`config.mk`:
```
export PLATFORM = sky130hd
export DESIGN_NAME = joint_pd_velocity_command_top
export DESIGN_NICKNAME = d
export VERILOG_FILES = /design/src/jpvc_pkg.sv /design/src/jpvc_err_pipe.sv /design/src/joint_pd_velocity_command_top.sv
export SDC_FILE = /design/constraint.sdc
export NUM_CORES = 2
export LEC_CHECK = 0
export ABC_AREA = 1
export BUFFER_PORTS_ARGS = -buffer_cell sky130_fd_sc_hd__buf_2
export CORE_AREA = 3 3 610 612
export DETAILED_ROUTE_END_ITERATION = 8
export DIE_AREA = 0 0 613 615
export SYNTH_ARGS = -nofsm -noshare
export SYNTH_HDL_FRONTEND = slang
export SYNTH_SLANG_ARGS = --single-unit
```
`constraint.sdc`:
```
create_clock -name i_clk -period 23.2 [get_ports i_clk]
set_input_delay 4.64 -clock i_clk [delete_from_list [all_inputs] [get_ports i_clk]]
set_output_delay 4.64 -clock i_clk [all_outputs]
set_load 0.02 [all_outputs]
```
`src/jpvc_pkg.sv`:
```
// ----------------------------------------------------------------------------
// jpvc_pkg
// Types, widths and constants shared by the joint pd velocity command block.
// ----------------------------------------------------------------------------
package jpvc_pkg;

    localparam int JOINT_COUNT     = 6;
    localparam int ANGLE_FRAC_BITS = 16;

    localparam int JOINT_W = 3;
    localparam int ANG_W   = 24;
    localparam int GAIN_W  = 24;
    localparam int LIM_W   = 23;
    localparam int SUM_W   = 27;

    localparam int CFG_IDX_W  = 2;
    localparam int CFG_DATA_W = 24;

    localparam logic [CFG_IDX_W-1:0] CFG_PROP_GAIN   = 2'd0;
    localparam logic [CFG_IDX_W-1:0] CFG_DERIV_GAIN  = 2'd1;
    localparam logic [CFG_IDX_W-1:0] CFG_DRIVE_LIMIT = 2'd2;
    localparam logic [CFG_IDX_W-1:0] CFG_FINISH_TOL  = 2'd3;

    localparam logic [LIM_W-1:0] DRIVE_LIMIT_RST = 23'd12800;
    localparam logic [LIM_W-1:0] FINISH_TOL_RST  = 23'd1966;

    localparam logic [JOINT_W-1:0] POS_JOINT = 3'd1;

    // one turn at the angle scale, 2*pi rounded to nearest
    localparam longint TWO_PI_Q32 = 64'sd26986075409;
    localparam longint TURN =
        (TWO_PI_Q32 + (longint'(1) << (31 - ANGLE_FRAC_BITS))) >>> (32 - ANGLE_FRAC_BITS);
    localparam int TURN_W = $clog2(TURN + 1);

    // reciprocal of a turn for the quotient estimate
    localparam int     RECIP_SH = ANG_W;
    localparam longint RECIP    = ((longint'(1) << RECIP_SH) + TURN / 2) / TURN;
    localparam int     RECIP_W  = $clog2(RECIP + 1) + 1;
    localparam int     PROD_W   = ANG_W + RECIP_W;
    localparam int     QUO_W    = PROD_W - RECIP_SH;
    localparam int     MODX_W   = ((QUO_W + TURN_W) > ANG_W ? (QUO_W + TURN_W) : ANG_W) + 1;
    localparam int     RR_W     = TURN_W + 2;
    localparam int     ERR_X_W  = ((RR_W + 1) > (ANG_W + 1)) ? (RR_W + 1) : (ANG_W + 1);

    // drive datapath
    localparam int DIFF_W = ANG_W + 1;
    localparam int PP_W   = GAIN_W + 1 + ANG_W;
    localparam int PD_W   = GAIN_W + 1 + DIFF_W;
    localparam int ACC_W  = PD_W + 1;
    localparam int DRV_SH = ANGLE_FRAC_BITS + 8;
    localparam int SHF_W  = ACC_W - DRV_SH;
    localparam int NEG_W  = ((SHF_W > ANG_W) ? SHF_W : ANG_W) + 1;
    localparam int SAT_W  = (ERR_X_W > NEG_W) ? ERR_X_W : NEG_W;

    localparam int JIDX_W    = (JOINT_COUNT > 1) ? $clog2(JOINT_COUNT) : 1;
    localparam int JCNT_W    = $clog2(JOINT_COUNT + 1);
    localparam int JOINT_X_W = (JCNT_W > JOINT_W) ? JCNT_W : JOINT_W;

    typedef struct packed {
        logic [JOINT_W-1:0]      joint;
        logic signed [ANG_W-1:0] desired_angle;
        logic signed [ANG_W-1:0] measured_angle;
        logic                    restart;
        logic                    at_end;
    } t_in_req;

    typedef struct packed {
        logic [JOINT_W-1:0]      joint_out;
        logic signed [ANG_W-1:0] drive;
        logic                    over_limit;
        logic signed [ANG_W-1:0] joint_error;
        logic                    done_res;
    } t_out_res;

    typedef struct packed {
        logic [JOINT_W-1:0] joint;
        logic               restart;
        logic               at_end;
    } t_ctrl;

    typedef struct packed {
        t_ctrl                   ctrl;
        logic signed [ANG_W-1:0] err;
    } t_err_item;

    localparam logic signed [SAT_W-1:0] SAT_HI = SAT_W'((longint'(1) << (ANG_W - 1)) - 1);
    localparam logic signed [SAT_W-1:0] SAT_LO = -SAT_HI - SAT_W'(1);

    function automatic logic signed [ANG_W-1:0] sat_ang(input logic signed [SAT_W-1:0] v);
        logic signed [ANG_W-1:0] r;
        if (v > SAT_HI) begin
            r = SAT_HI[ANG_W-1:0];
        end else if (v < SAT_LO) begin
            r = SAT_LO[ANG_W-1:0];
        end else begin
            r = v[ANG_W-1:0];
        end
        return r;
    endfunction

endpackage

```
`src/jpvc_err_pipe.sv`:
```
// ----------------------------------------------------------------------------
// jpvc_err_pipe
// Wraps the desired angle to one turn, picks the turn copy nearest the
// measured angle; the saturated position error leaves one per unstalled cycle.
// ----------------------------------------------------------------------------
module jpvc_err_pipe (
    input  logic                i_clk,
    input  logic                i_rst_n,
    input  logic                i_in_valid,
    output logic                o_in_ready,
    input  jpvc_pkg::t_in_req   i_in_req,
    output logic                o_err_valid,
    input  logic                i_err_ready,
    output jpvc_pkg::t_err_item o_err_item
);
    import jpvc_pkg::*;

    localparam logic signed [RECIP_W-1:0] RECIP_S  = RECIP_W'(RECIP);
    localparam logic signed [MODX_W-1:0]  TURN_M   = MODX_W'(TURN);
    localparam logic signed [RR_W-1:0]    TURN_R   = RR_W'(TURN);
    localparam logic signed [RR_W-1:0]    TURN2_R  = RR_W'(2 * TURN);
    localparam logic signed [ERR_X_W-1:0] TURN_E   = ERR_X_W'(TURN);
    localparam logic signed [ANG_W-1:0]   ERR_BND  = ANG_W'(TURN / 2 + 1);

    logic en1, en2, en3, en4, en5;
    logic r_s1_v, r_s2_v, r_s3_v, r_s4_v, r_s5_v;

    t_in_req                  r_s1_req;
    t_ctrl                    r_s2_ctrl, r_s3_ctrl, r_s4_ctrl;
    logic signed [ANG_W-1:0]  r_s2_des, r_s2_meas;
    logic signed [QUO_W-1:0]  r_s2_qd, r_s2_qm, n_s2_qd, n_s2_qm;
    logic signed [RR_W-1:0]   r_s3_rrd, r_s3_rrm, n_s3_rrd, n_s3_rrm;
    logic signed [RR_W-1:0]   r_s4_s, r_s4_rm, n_s4_s, n_s4_rm;
    t_err_item                r_s5_item;
    logic signed [ANG_W-1:0]  n_s5_err;

    logic signed [PROD_W-1:0]  prod_d, prod_m;
    logic signed [MODX_W-1:0]  mod_d, mod_m;
    logic signed [RR_W-1:0]    rd_fix;
    logic signed [ERR_X_W-1:0] s_x, rm_x, d_x, e_x;

    function automatic logic signed [RR_W-1:0] mod_fix(input logic signed [RR_W-1:0] v);
        logic signed [RR_W-1:0] r;
        if (v < 0) begin
            r = v + TURN_R;
        end else if (v >= TURN_R) begin
            r = v - TURN_R;
        end else begin
            r = v;
        end
        return r;
    endfunction

    assign en5 = !r_s5_v || i_err_ready;
    assign en4 = !r_s4_v || en5;
    assign en3 = !r_s3_v || en4;
    assign en2 = !r_s2_v || en3;
    assign en1 = !r_s1_v || en2;

    assign o_in_ready  = en1;
    assign o_err_valid = r_s5_v;
    assign o_err_item  = r_s5_item;

    // quotient estimate, floor of angle over one turn, within one
    always_comb begin
        prod_d  = PROD_W'($signed(r_s1_req.desired_angle)) * PROD_W'(RECIP_S);
        prod_m  = PROD_W'($signed(r_s1_req.measured_angle)) * PROD_W'(RECIP_S);
        n_s2_qd = $signed(prod_d[PROD_W-1:RECIP_SH]);
        n_s2_qm = $signed(prod_m[PROD_W-1:RECIP_SH]);
    end

    // raw remainder, in [-turn, 2 turn)
    always_comb begin
        mod_d    = MODX_W'(r_s2_des) - MODX_W'(r_s2_qd) * TURN_M;
        mod_m    = MODX_W'(r_s2_meas) - MODX_W'(r_s2_qm) * TURN_M;
        n_s3_rrd = $signed(mod_d[RR_W-1:0]);
        n_s3_rrm = $signed(mod_m[RR_W-1:0]);
    end

    // remainders into [0, turn), desired wrapped to within half a turn
    always_comb begin
        rd_fix  = mod_fix(r_s3_rrd);
        n_s4_rm = mod_fix(r_s3_rrm);
        if ((rd_fix + rd_fix) < TURN_R) begin
            n_s4_s = rd_fix;
        end else begin
            n_s4_s = rd_fix - TURN_R;
        end
    end

    // floor copy unless the ceiling copy is at least as close
    always_comb begin
        s_x  = ERR_X_W'(r_s4_s);
        rm_x = ERR_X_W'(r_s4_rm);
        d_x  = s_x - rm_x;
        if (r_s4_rm == '0) begin
            e_x = s_x;
        end else if ((d_x + d_x + TURN_E) > 0) begin
            e_x = d_x;
        end else begin
            e_x = d_x + TURN_E;
        end
        n_s5_err = sat_ang(SAT_W'(e_x));
    end

    always_ff @(posedge i_clk) begin
        if (!i_rst_n) begin
            r_s1_v <= 1'b0;
            r_s2_v <= 1'b0;
            r_s3_v <= 1'b0;
            r_s4_v <= 1'b0;
            r_s5_v <= 1'b0;
        end else begin
            if (en1) r_s1_v <= i_in_valid;
            if (en2) r_s2_v <= r_s1_v;
            if (en3) r_s3_v <= r_s2_v;
            if (en4) r_s4_v <= r_s3_v;
            if (en5) r_s5_v <= r_s4_v;
        end
    end

    always_ff @(posedge i_clk) begin
        if (en1) begin
            r_s1_req <= i_in_req;
        end
        if (en2) begin
            r_s2_ctrl <= '{joint: r_s1_req.joint, restart: r_s1_req.restart,
                           at_end: r_s1_req.at_end};
            r_s2_des  <= r_s1_req.desired_angle;
            r_s2_meas <= r_s1_req.measured_angle;
            r_s2_qd   <= n_s2_qd;
            r_s2_qm   <= n_s2_qm;
        end
        if (en3) begin
            r_s3_ctrl <= r_s2_ctrl;
            r_s3_rrd  <= n_s3_rrd;
            r_s3_rrm  <= n_s3_rrm;
        end
        if (en4) begin
            r_s4_ctrl <= r_s3_ctrl;
            r_s4_s    <= n_s4_s;
            r_s4_rm   <= n_s4_rm;
        end
        if (en5) begin
            r_s5_item.ctrl <= r_s4_ctrl;
            r_s5_item.err  <= n_s5_err;
        end
    end

    a_quot_window: assert property (@(posedge i_clk) disable iff (!i_rst_n)
        r_s3_v |-> ((r_s3_rrd >= -TURN_R) && (r_s3_rrd < TURN2_R)
                    && (r_s3_rrm >= -TURN_R) && (r_s3_rrm < TURN2_R)))
        else $error("quotient estimate off by more than one");

    a_rem_range: assert property (@(posedge i_clk) disable iff (!i_rst_n)
        r_s4_v |-> ((r_s4_rm >= 0) && (r_s4_rm < TURN_R)))
        else $error("measured remainder outside one turn");

    a_err_half_turn: assert property (@(posedge i_clk) disable iff (!i_rst_n)
        r_s5_v |-> ((r_s5_item.err <= ERR_BND) && (r_s5_item.err >= -ERR_BND)))
        else $error("position error beyond half a turn");

endmodule

```
`src/joint_pd_velocity_command_top.sv`:
```
// ----------------------------------------------------------------------------
// joint_pd_velocity_command_top
// Per-joint pd velocity drive with angle wrap, drive limit warning and
// set completion check over the summed absolute errors.
// ----------------------------------------------------------------------------
// throughput: one request per cycle, limited by nothing but output stalls
// the per-joint previous error is read and written in one stage, so
// requests for the same joint follow back to back without hazard
// reset: clears pipeline valids, previous errors, error sum; gains to zero,
// drive limit to 50.0 and finish tolerance to 0.03 rad
module joint_pd_velocity_command_top (
    input  logic                               i_clk,
    input  logic                               i_rst_n,
    input  logic                               i_in_valid,
    output logic                               o_in_ready,
    input  jpvc_pkg::t_in_req                  i_in_req,
    output logic                               o_out_valid,
    input  logic                               i_out_ready,
    output jpvc_pkg::t_out_res                 o_out_res,
    input  logic                               i_cfg_valid,
    output logic                               o_cfg_ready,
    input  logic [jpvc_pkg::CFG_IDX_W-1:0]     i_cfg_index,
    input  logic [jpvc_pkg::CFG_DATA_W-1:0]    i_cfg_data
);
    import jpvc_pkg::*;

    localparam logic [SUM_W:0]          SUM_MAX = {1'b0, {SUM_W{1'b1}}};
    localparam logic signed [ACC_W-1:0] ROUND_C = ACC_W'(longint'(1) << (DRV_SH - 1));

    logic [GAIN_W-1:0] r_prop_gain, r_deriv_gain;
    logic [LIM_W-1:0]  r_drive_limit, r_finish_tol;

    logic      e_valid, e_ready;
    t_err_item e_item;

    logic signed [ANG_W-1:0] r_prev [JOINT_COUNT];
    logic [SUM_W-1:0]        r_sum;

    logic en6, en7, en8, en_out;
    logic r_s6_v, r_s7_v, r_s8_v, r_out_valid;

    logic [JOINT_X_W-1:0]    jx;
    logic [JIDX_W-1:0]       idx;
    logic                    j_ok, j_last;
    logic signed [ANG_W-1:0] prev;
    logic signed [ANG_W:0]   err_x;
    logic [ANG_W-1:0]        abs_err;
    logic [SUM_W-1:0]        sum_base, n_s6_sum;
    logic [SUM_W:0]          sum_x;

    logic [JOINT_W-1:0]       r_s6_joint, r_s7_joint, r_s8_joint;
    logic signed [ANG_W-1:0]  r_s6_err, r_s7_err, r_s8_err;
    logic signed [DIFF_W-1:0] r_s6_diff, n_s6_diff;
    logic [SUM_W-1:0]         r_s6_sum;
    logic                     r_s6_chk, n_s6_chk;
    logic                     r_s7_done, r_s8_done, n_s7_done;
    logic signed [PP_W-1:0]   r_s7_pp, n_s7_pp;
    logic signed [PD_W-1:0]   r_s7_pd, n_s7_pd;
    logic signed [ACC_W-1:0]  acc;
    logic signed [SHF_W-1:0]  r_s8_shf, n_s8_shf;

    logic signed [NEG_W-1:0] shf_x, drv_x;
    logic signed [ANG_W:0]   dx, limx;
    t_out_res                r_out_res, n_out_res;

    jpvc_err_pipe u_err_pipe (
        .i_clk       (i_clk),
        .i_rst_n     (i_rst_n),
        .i_in_valid  (i_in_valid),
        .o_in_ready  (o_in_ready),
        .i_in_req    (i_in_req),
        .o_err_valid (e_valid),
        .i_err_ready (e_ready),
        .o_err_item  (e_item)
    );

    assign en_out  = !r_out_valid || i_out_ready;
    assign en8     = !r_s8_v || en_out;
    assign en7     = !r_s7_v || en8;
    assign en6     = !r_s6_v || en7;
    assign e_ready = en6;

    assign o_cfg_ready = 1'b1;
    assign o_out_valid = r_out_valid;
    assign o_out_res   = r_out_res;

    always_ff @(posedge i_clk) begin
        if (!i_rst_n) begin
            r_prop_gain   <= '0;
            r_deriv_gain  <= '0;
            r_drive_limit <= DRIVE_LIMIT_RST;
            r_finish_tol  <= FINISH_TOL_RST;
        end else if (i_cfg_valid) begin
            unique case (i_cfg_index)
                CFG_PROP_GAIN:   r_prop_gain   <= i_cfg_data[GAIN_W-1:0];
                CFG_DERIV_GAIN:  r_deriv_gain  <= i_cfg_data[GAIN_W-1:0];
                CFG_DRIVE_LIMIT: r_drive_limit <= i_cfg_data[LIM_W-1:0];
                CFG_FINISH_TOL:  r_finish_tol  <= i_cfg_data[LIM_W-1:0];
                default: ;
            endcase
        end
    end

    // joint state: previous error lookup, error sum
    always_comb begin
        jx     = JOINT_X_W'(e_item.ctrl.joint);
        idx    = jx[JIDX_W-1:0];
        j_ok   = jx < JOINT_X_W'(JOINT_COUNT);
        j_last = jx == JOINT_X_W'(JOINT_COUNT - 1);
        if (e_item.ctrl.restart || !j_ok) begin
            prev = '0;
        end else begin
            prev = r_prev[idx];
        end
        n_s6_diff = DIFF_W'(e_item.err) - DIFF_W'(prev);
        err_x     = (ANG_W + 1)'(e_item.err);
        if (err_x < 0) begin
            err_x = -err_x;
        end
        abs_err  = err_x[ANG_W-1:0];
        sum_base = e_item.ctrl.restart ? '0 : r_sum;
        sum_x    = (SUM_W + 1)'(sum_base) + (SUM_W + 1)'(abs_err);
        n_s6_sum = (sum_x > SUM_MAX) ? SUM_MAX[SUM_W-1:0] : sum_x[SUM_W-1:0];
        n_s6_chk = j_ok && j_last && e_item.ctrl.at_end;
    end

    always_ff @(posedge i_clk) begin
        if (!i_rst_n) begin
            for (int j = 0; j < JOINT_COUNT; j++) begin
                r_prev[j] <= '0;
            end
            r_sum <= '0;
        end else if (e_valid && en6) begin
            for (int j = 0; j < JOINT_COUNT; j++) begin
                if (j_ok && (idx == JIDX_W'(j))) begin
                    r_prev[j] <= e_item.err;
                end else if (e_item.ctrl.restart) begin
                    r_prev[j] <= '0;
                end
            end
            if (j_ok) begin
                r_sum <= j_last ? '0 : n_s6_sum;
            end else if (e_item.ctrl.restart) begin
                r_sum <= '0;
            end
        end
    end

    // gain products and done check
    always_comb begin
        n_s7_pp   = PP_W'($signed({1'b0, r_prop_gain})) * PP_W'(r_s6_err);
        n_s7_pd   = PD_W'($signed({1'b0, r_deriv_gain})) * PD_W'(r_s6_diff);
        n_s7_done = r_s6_chk && (r_s6_sum < SUM_W'(r_finish_tol));
    end

    // sum and round half up to q15.8
    always_comb begin
        acc      = ACC_W'(r_s7_pp) + ACC_W'(r_s7_pd) + ROUND_C;
        n_s8_shf = $signed(acc[ACC_W-1:DRV_SH]);
    end

    // sign per joint, saturate, limit check
    always_comb begin
        shf_x = NEG_W'(r_s8_shf);
        drv_x = (r_s8_joint != POS_JOINT) ? -shf_x : shf_x;
        n_out_res.joint_out   = r_s8_joint;
        n_out_res.drive       = sat_ang(SAT_W'(drv_x));
        n_out_res.joint_error = r_s8_err;
        n_out_res.done_res    = r_s8_done;
        dx   = (ANG_W + 1)'(n_out_res.drive);
        limx = $signed((ANG_W + 1)'(r_drive_limit));
        n_out_res.over_limit = (dx > limx) || (dx < -limx);
    end

    always_ff @(posedge i_clk) begin
        if (!i_rst_n) begin
            r_s6_v      <= 1'b0;
            r_s7_v      <= 1'b0;
            r_s8_v      <= 1'b0;
            r_out_valid <= 1'b0;
        end else begin
            if (en6)    r_s6_v      <= e_valid;
            if (en7)    r_s7_v      <= r_s6_v;
            if (en8)    r_s8_v      <= r_s7_v;
            if (en_out) r_out_valid <= r_s8_v;
        end
    end

    always_ff @(posedge i_clk) begin
        if (en6) begin
            r_s6_joint <= e_item.ctrl.joint;
            r_s6_err   <= e_item.err;
            r_s6_diff  <= n_s6_diff;
            r_s6_sum   <= n_s6_sum;
            r_s6_chk   <= n_s6_chk;
        end
        if (en7) begin
            r_s7_joint <= r_s6_joint;
            r_s7_err   <= r_s6_err;
            r_s7_pp    <= n_s7_pp;
            r_s7_pd    <= n_s7_pd;
            r_s7_done  <= n_s7_done;
        end
        if (en8) begin
            r_s8_joint <= r_s7_joint;
            r_s8_err   <= r_s7_err;
            r_s8_shf   <= n_s8_shf;
            r_s8_done  <= r_s7_done;
        end
        if (en_out) begin
            r_out_res <= n_out_res;
        end
    end

    a_done_last_joint: assert property (@(posedge i_clk) disable iff (!i_rst_n)
        (r_out_valid && r_out_res.done_res)
            |-> (r_out_res.joint_out == JOINT_W'(JOINT_COUNT - 1)))
        else $error("done raised on a joint other than the last");

    a_sum_cleared_on_close: assert property (@(posedge i_clk) disable iff (!i_rst_n)
        (e_valid && en6 && j_ok && j_last) |=> (r_sum == '0))
        else $error("error sum not cleared after last joint");

    a_restart_clears_sum: assert property (@(posedge i_clk) disable iff (!i_rst_n)
        (e_valid && en6 && e_item.ctrl.restart && !j_ok) |=> (r_sum == '0))
        else $error("restart did not clear error sum");

endmodule
```
## Word level (Yosys, flattened, before mapping)

Memories as Yosys holds them, arrays and structs flattened. A register that Yosys moved wholly into a read port is not among the register bits.
Index checks and enable logic that the tools add are counted.

| word-level totals | value |
|---|---|
| word-level logic and storage cells | 239 |
| input port bits | 84 |
| register bits after elaboration | 682 |
| memory bits (writable) | 144 |
| memories kept | 1 |

| operators by class | value |
|---|---|
| bitwise operators | 12 |
| mux-type cells | 80 |
| multiply operators | 6 |
| $lt $le $gt $ge | 16 |
| $add $sub $neg | 19 |
| equal/unequal tests | 9 |
| reduce and logical (&&, ||, !) cells | 37 |

Memories:

| name | depth | width | read ports | clocked after memory_dff | write ports | line | RTL |
|---|---|---|---|---|---|---|---|
| r_prev | 6 | 24 | 1 | 1 | 6 | joint_pd_velocity_command_top.sv:36 | `logic signed [ANG_W-1:0] r_prev [JOINT_COUNT];` |

Operators with widths:

| kind | number |
|---|---|
| $mux W24 | 17 |
| $mux W27 | 4 |
| $mux W21 | 5 |
| $sub A21 B20 Y21 const B | 3 |
| $mul A24 B7 Y31 const B | 2 |
| $add A49 B50 Y51 | 1 |
| $add A51 B25 Y51 const B | 1 |
| $mul A25 B25 Y50 | 1 |
| $mux W1 | 50 |
| $mux W25 | 2 |
| $mul A25 B24 Y49 | 1 |
| $add A21 B20 Y21 const B | 2 |
| $ge A21 B20 Y1 const B | 2 |
| $lt A21 B1 Y1 const B | 2 |
| $mul A7 B20 Y21 const B | 2 |
| $sub A21 B21 Y21 | 2 |
| $add A32 B20 Y32 const B | 1 |
| $gt A32 B1 Y1 const B | 1 |
| $add A27 B24 Y28 | 1 |
| $gt A28 B24 Y1 const B | 1 |
| $gt A28 B27 Y1 const B | 1 |
| $lt A28 B24 Y1 const B | 1 |
| $mux W28 | 1 |
| $neg A27 Y28 | 1 |
| 30 further kinds | 74 |

## Logic depth before layout (Yosys ltp)

| logic depth | value |
|---|---|
| depth after elaboration | 11 |
| depth in mapped cells | 32 |
| gate-level depth less buffers | 30 |

## Cells and area by module

From an unflattened synthesis, not the netlist that was laid out.

| unflattened totals | value |
|---|---|
| cells, all modules | 11599 |
| area total of the unflattened synthesis | 95267.6 um^2 |

Modules (own cells, without submodules):

| module | sequential area each (um^2) | cells an instance | instances | area an instance (um^2) |
|---|---|---|---|---|
| joint_pd_velocity_command_top | 16285.6 | 8868 | 1 | 72268.1 |
| jpvc_err_pipe | 7216.9 | 2731 | 1 | 22999.6 |

## Least setup slack after synthesis

Ideal clock, no wire load.

| path | value |
|---|---|
| path kind | input to output |
| from | input port i_out_ready |
| to | output port o_in_ready |
| arrival time | 15.727 ns |
| path slack | 2.833 ns |
| buffers on the path | 0 |
| stages | 16 |
| cell sequence | nor2_1 > inv_1 > nor2_1 > inv_1 > nor2_1 > inv_1 > nor2_1 > inv_1 > nor2_1 > clkinv_1 > nor2_1 > inv_1 > nor2_1 > inv_1 > nor2_1 > nand2_1 |

| between the ends | value |
|---|---|
| word-level cells in the longest chain between the ends | 9 |

Ends and longest elaborated chain:

| item | line | RTL |
|---|---|---|
| start: declaration | joint_pd_velocity_command_top.sv:18 | `input logic i_out_ready,` |
| $logic_or A1 B1 Y1 | joint_pd_velocity_command_top.sv:77 | `assign en_out = !r_out_valid \|\| i_out_ready;` |
| via en_out | joint_pd_velocity_command_top.sv:39 | `logic en6, en7, en8, en_out;` |
| $logic_or A1 B1 Y1 | joint_pd_velocity_command_top.sv:78 | `assign en8 = !r_s8_v \|\| en_out;` |
| via en8 | joint_pd_velocity_command_top.sv:39 |  |
| $logic_or A1 B1 Y1 | joint_pd_velocity_command_top.sv:79 | `assign en7 = !r_s7_v \|\| en8;` |
| via en7 | joint_pd_velocity_command_top.sv:39 |  |
| $logic_or A1 B1 Y1 | joint_pd_velocity_command_top.sv:80 | `assign en6 = !r_s6_v \|\| en7;` |
| via e_ready | joint_pd_velocity_command_top.sv:33 | `logic e_valid, e_ready;` |
| $logic_or A1 B1 Y1 | jpvc_err_pipe.sv:54 | `assign en5 = !r_s5_v \|\| i_err_ready;` |
| $logic_or A1 B1 Y1 | jpvc_err_pipe.sv:55 | `assign en4 = !r_s4_v \|\| en5;` |
| via u_err_pipe.en4 | jpvc_err_pipe.sv:25 | `logic en1, en2, en3, en4, en5;` |
| $logic_or A1 B1 Y1 | jpvc_err_pipe.sv:56 | `assign en3 = !r_s3_v \|\| en4;` |
| via u_err_pipe.en3 | jpvc_err_pipe.sv:25 |  |
| $logic_or A1 B1 Y1 | jpvc_err_pipe.sv:57 | `assign en2 = !r_s2_v \|\| en3;` |
| $logic_or A1 B1 Y1 | jpvc_err_pipe.sv:58 | `assign en1 = !r_s1_v \|\| en2;` |
| end: declaration | joint_pd_velocity_command_top.sv:15 | `output logic o_in_ready,` |

The timed path passes the listed nets, and every way through them passes these cells.

## Final worst setup path

Ends and elaborated chain as after synthesis.

==> results summary <==
The die is 613 um wide. The overall track demand over capacity in global routing is 12.78%. The number of synthesized flops with an enable pin came out at 696. The starting density of the core is 24.89%.

The clock sink count came out at 829. Averaged over all synthesized cells, the footprint is 8.557 um^2. The number of synthesized register bits came out at 829.

The fraction of registers with async set or reset after synthesis came out at 0%. The startpoint-to-endpoint class of the critical path is primary input to output pin. The number of antenna violations at the first check in global routing came to 6. In the synthesized netlist the dominant register cell turns out to be sky130_fd_sc_hd__edfxtp_1. The count of hold-fix buffers inserted at cts came out at 0. For this block, the initial DRC count from the detailed router was 4396. The standard cell core area is 368000 um^2.

STA classifies the critical path endpoint as an output pin. Leaving out fill and tap cells, the most frequent cell in the layout is sky130_fd_sc_hd__inv_1. The number of remaining DRC errors came out at 0.

The post-CTS setup buffer count is 0. The number of resized instances in the post-cts repair step came out at 0. The count of synthesis-stage warnings from yosys is 0. The delay of the slowest critical-path stage is 420 ps.

The final clock period utilization by the worst path is 60.24%. The cell occurring most often along the worst timing path is sky130_fd_sc_hd__nor2_1. The slew at the pin closest to its max-slew limit came out at 1271 ps. The peak fanout along the critical path is 49.

The number of endpoints failing setup at the final stage came out at 0. The count of distinct cell types in the synthesized netlist came out at 66. The clock-pin slew on the worst setup and hold paths came out at 60 ps. Setup repair after global routing left no endpoint under its margin. The run finished with clean final reports. The worst hold path belongs to the class register to register. Traced cell by cell, the critical path runs through buf_2 > nor2_1 > clkinv_2 > nor2_1 > inv_2 > nor2_1 > inv_6 > nor2_1 > clkinv_2 > nor2_1 > clkinv_1 > buf_4 > nor2_1 > inv_2 > nor2_1 > inv_2 > nor2_1 > nand2_2 > buf_2. The detailed router put a total of 102.8 mm of wire on met1. The final max-slew violation count is 0. Summed over all nets, wire length on met2 after detailed routing comes to 118.1 mm. The maximum number of pins on one net before global-route repair is 79. The upper clock frequency limit is 71.56 MHz. The number of global-route vias before repair came out at 68280.

In this run the top signal layer used is met5. The final net count is 12840. The proportion of synthesized chip area in sequential cells is 25.73%. The shortest period the worst path allows came out at 13970 ps. Synthesis produced a netlist with a net count of 12830. The pre-antenna-repair detailed-routing pass consisted of 6 iterations.

The first-pass GRT wire length came out at 382.6 mm. The TritonCTS clock tree is built. The CTS buffer count is 102. The average wire per cell in the routed design is 15.38 um. The slowest stage of the critical path is the sky130_fd_sc_hd__clkinv_2 cell. The final weighted congestion of routability-driven global placement is 0.9033. The detailed route wirelength on metal3 is 10.91 mm. The library cells used most frequently in the layout, excluding fill and tap cells, are 2567 x sky130_fd_sc_hd__inv_1, 2138 x sky130_fd_sc_hd__nand2_1, 1106 x sky130_fd_sc_hd__fa_1, 937 x sky130_fd_sc_hd__ha_1, 773 x sky130_fd_sc_hd__nor2_1. The number of antenna-violating nets in the routed design came out at 0.

For the worst setup path, the data arrival time is 9330 ps. The layout-stage area growth over the synthesis result came out at 10.64%. The row count is 223. The via count of the routed design came out at 67440. The post-detailed-route via-to-cell ratio came out at 4.314. The post-synthesis cell area is 91590 um^2. The depth of the CTS H-tree came out at 3. At the worst endpoint, the required time is 18560 ps. For the final routed database, the setup TNS stands at 0 ps. The worst setup path is launched from a primary input. The count of buffers inserted at the top-level ports is 138.

Detailed placement ended at an HPWL of 191.0 mm. The maximum buffer depth of the clock tree came out at 4. The die covers 377000 um^2. The gate count after technology mapping came out at 10700. Cells with a size suffix above 1 make up 4.826% of the layout. The count of antenna diodes in the layout is 0.

The final setup skew is 62.58 ps. The max-cap violation count came out at 0. The detailed-route wire length came out at 240.4 mm. The aggregate global routing overflow is 0. The kind of cell with the highest combined delay along the critical path is buffers and inverters. The worst slew margin relative to its limit is 15.25%. The count of endpoints failing hold in the final timing report came out at 0. The clock latency of the later-clocked register in the worst-skew pair came out at 820 ps. The total buffers and inverters traversed by the critical path is 10. The die is 615 um tall. The master cell of the clock root buffer is sky130_fd_sc_hd__clkbuf_16. The count of pins on the block boundary came out at 140.
-- kinds of logic after synthesis --
logic type,count (synthesis),synth area share [%]
AO/OA/AOI/OAI,1174,7.082
XOR/XNOR,357,3.422
adder cells (fa/ha/maj),2043,36.97
buffers and inverters,2957,12.19
flip-flops,829,25.73
other,1,0.004094
AND/OR/NAND/NOR,3342,14.60
-- cells in the mapped netlist (8+ instances only) --
library cell	number	area share (%)
sky130_fd_sc_hd__edfxtp_1	696	23
sky130_fd_sc_hd__o21a_1	21	0.17
sky130_fd_sc_hd__inv_1	2574	11
sky130_fd_sc_hd__clkbuf_1	335	1.4
sky130_fd_sc_hd__inv_2	14	0.057
sky130_fd_sc_hd__o21bai_1	24	0.20
sky130_fd_sc_hd__o32ai_1	24	0.23
sky130_fd_sc_hd__a21oi_1	506	2.8
sky130_fd_sc_hd__xor2_1	247	2.4
sky130_fd_sc_hd__dfxtp_1	133	2.9
sky130_fd_sc_hd__xnor2_1	109	1.0
sky130_fd_sc_hd__nor3_1	81	0.44
sky130_fd_sc_hd__o21ai_0	421	2.3
sky130_fd_sc_hd__nand2_2	14	0.096
sky130_fd_sc_hd__o221ai_1	8	0.077
sky130_fd_sc_hd__o21ai_1	17	0.093
sky130_fd_sc_hd__a31oi_1	50	0.34
sky130_fd_sc_hd__or2_2	30	0.20
sky130_fd_sc_hd__nor4_1	18	0.12
sky130_fd_sc_hd__nand4_1	63	0.43
sky130_fd_sc_hd__o31ai_1	11	0.090
sky130_fd_sc_hd__a21boi_0	13	0.11
sky130_fd_sc_hd__o211ai_1	22	0.18
sky130_fd_sc_hd__fa_1	1106	24
sky130_fd_sc_hd__nand2_1	2139	8.8
sky130_fd_sc_hd__buf_2	9	0.049
sky130_fd_sc_hd__nand3_1	186	1.0
sky130_fd_sc_hd__ha_1	937	13
sky130_fd_sc_hd__clkinv_1	12	0.049
sky130_fd_sc_hd__a21o_1	17	0.14
sky130_fd_sc_hd__nand3b_1	12	0.098
sky130_fd_sc_hd__nor2_1	774	3.2
-- area by class of cell --
type	instances	area [um^2]
repair buffers	264	1639
fillers	39250	266700
well taps	4837	6052
flip-flops and latches	829	23570
clock inverters	58	703.2
multi-input cells	6917	56870
clock buffers	128	2741
inverters	2600	9767
-- per-layer routing --
metal  vias up  track usage, %
met2      1503           22.45
met4         8           4.123
met5         -               0
met3       337           1.212
li1      32900               -
met1     32700           16.36
-- sequential cells by signal (all words and copies together) (netlist names), 25 cells and up, named ones only --
| signal | count |
|---|---|
| r_s7_pp | 49 |
| r_s8_shf | 27 |
| u_err_pipe.o_err_item | 29 |
| r_sum | 27 |
| o_out_res | 53 |
| r_prev | 144 |
| r_s6_diff | 25 |
| r_s6_sum | 27 |
| u_err_pipe.r_s1_req | 53 |
| r_s7_pd | 50 |
-- worst paths after layout --
kind | startpoint | end | slack, ps | depth (start not counted)
min reg2reg | r_s7_done$_DFFE_PP_ | r_s8_done$_DFFE_PP_ | 390 | 0
max | i_out_ready | o_in_ready | 9230 | 19
max reg2reg | r_s6_diff[13]$_DFFE_PP_ | r_s7_pd[44]$_DFFE_PP_ | 15520 | 25
min | r_s7_done$_DFFE_PP_ | r_s8_done$_DFFE_PP_ | 390 | 0
-- metrics by stage --
stage	cells	utilization (%)	cell area, um^2	hold slack, ps	worst slack (ps)
after global placement	15450	26.60	97890	402.8	8952
after detailed placement	15450	26.60	97890	404.5	9055
final	15630	27.54	101300	392.9	9225
after global routing	15630	27.54	101300	408.9	8605
after CTS	15630	27.54	101300	393.7	9033
after floorplan	10700	-	91590	400.3	2833
Power is left out: the tool's default activity adds up to more than one toggle a clock period on the data nets, which glitch-free logic cannot reach.
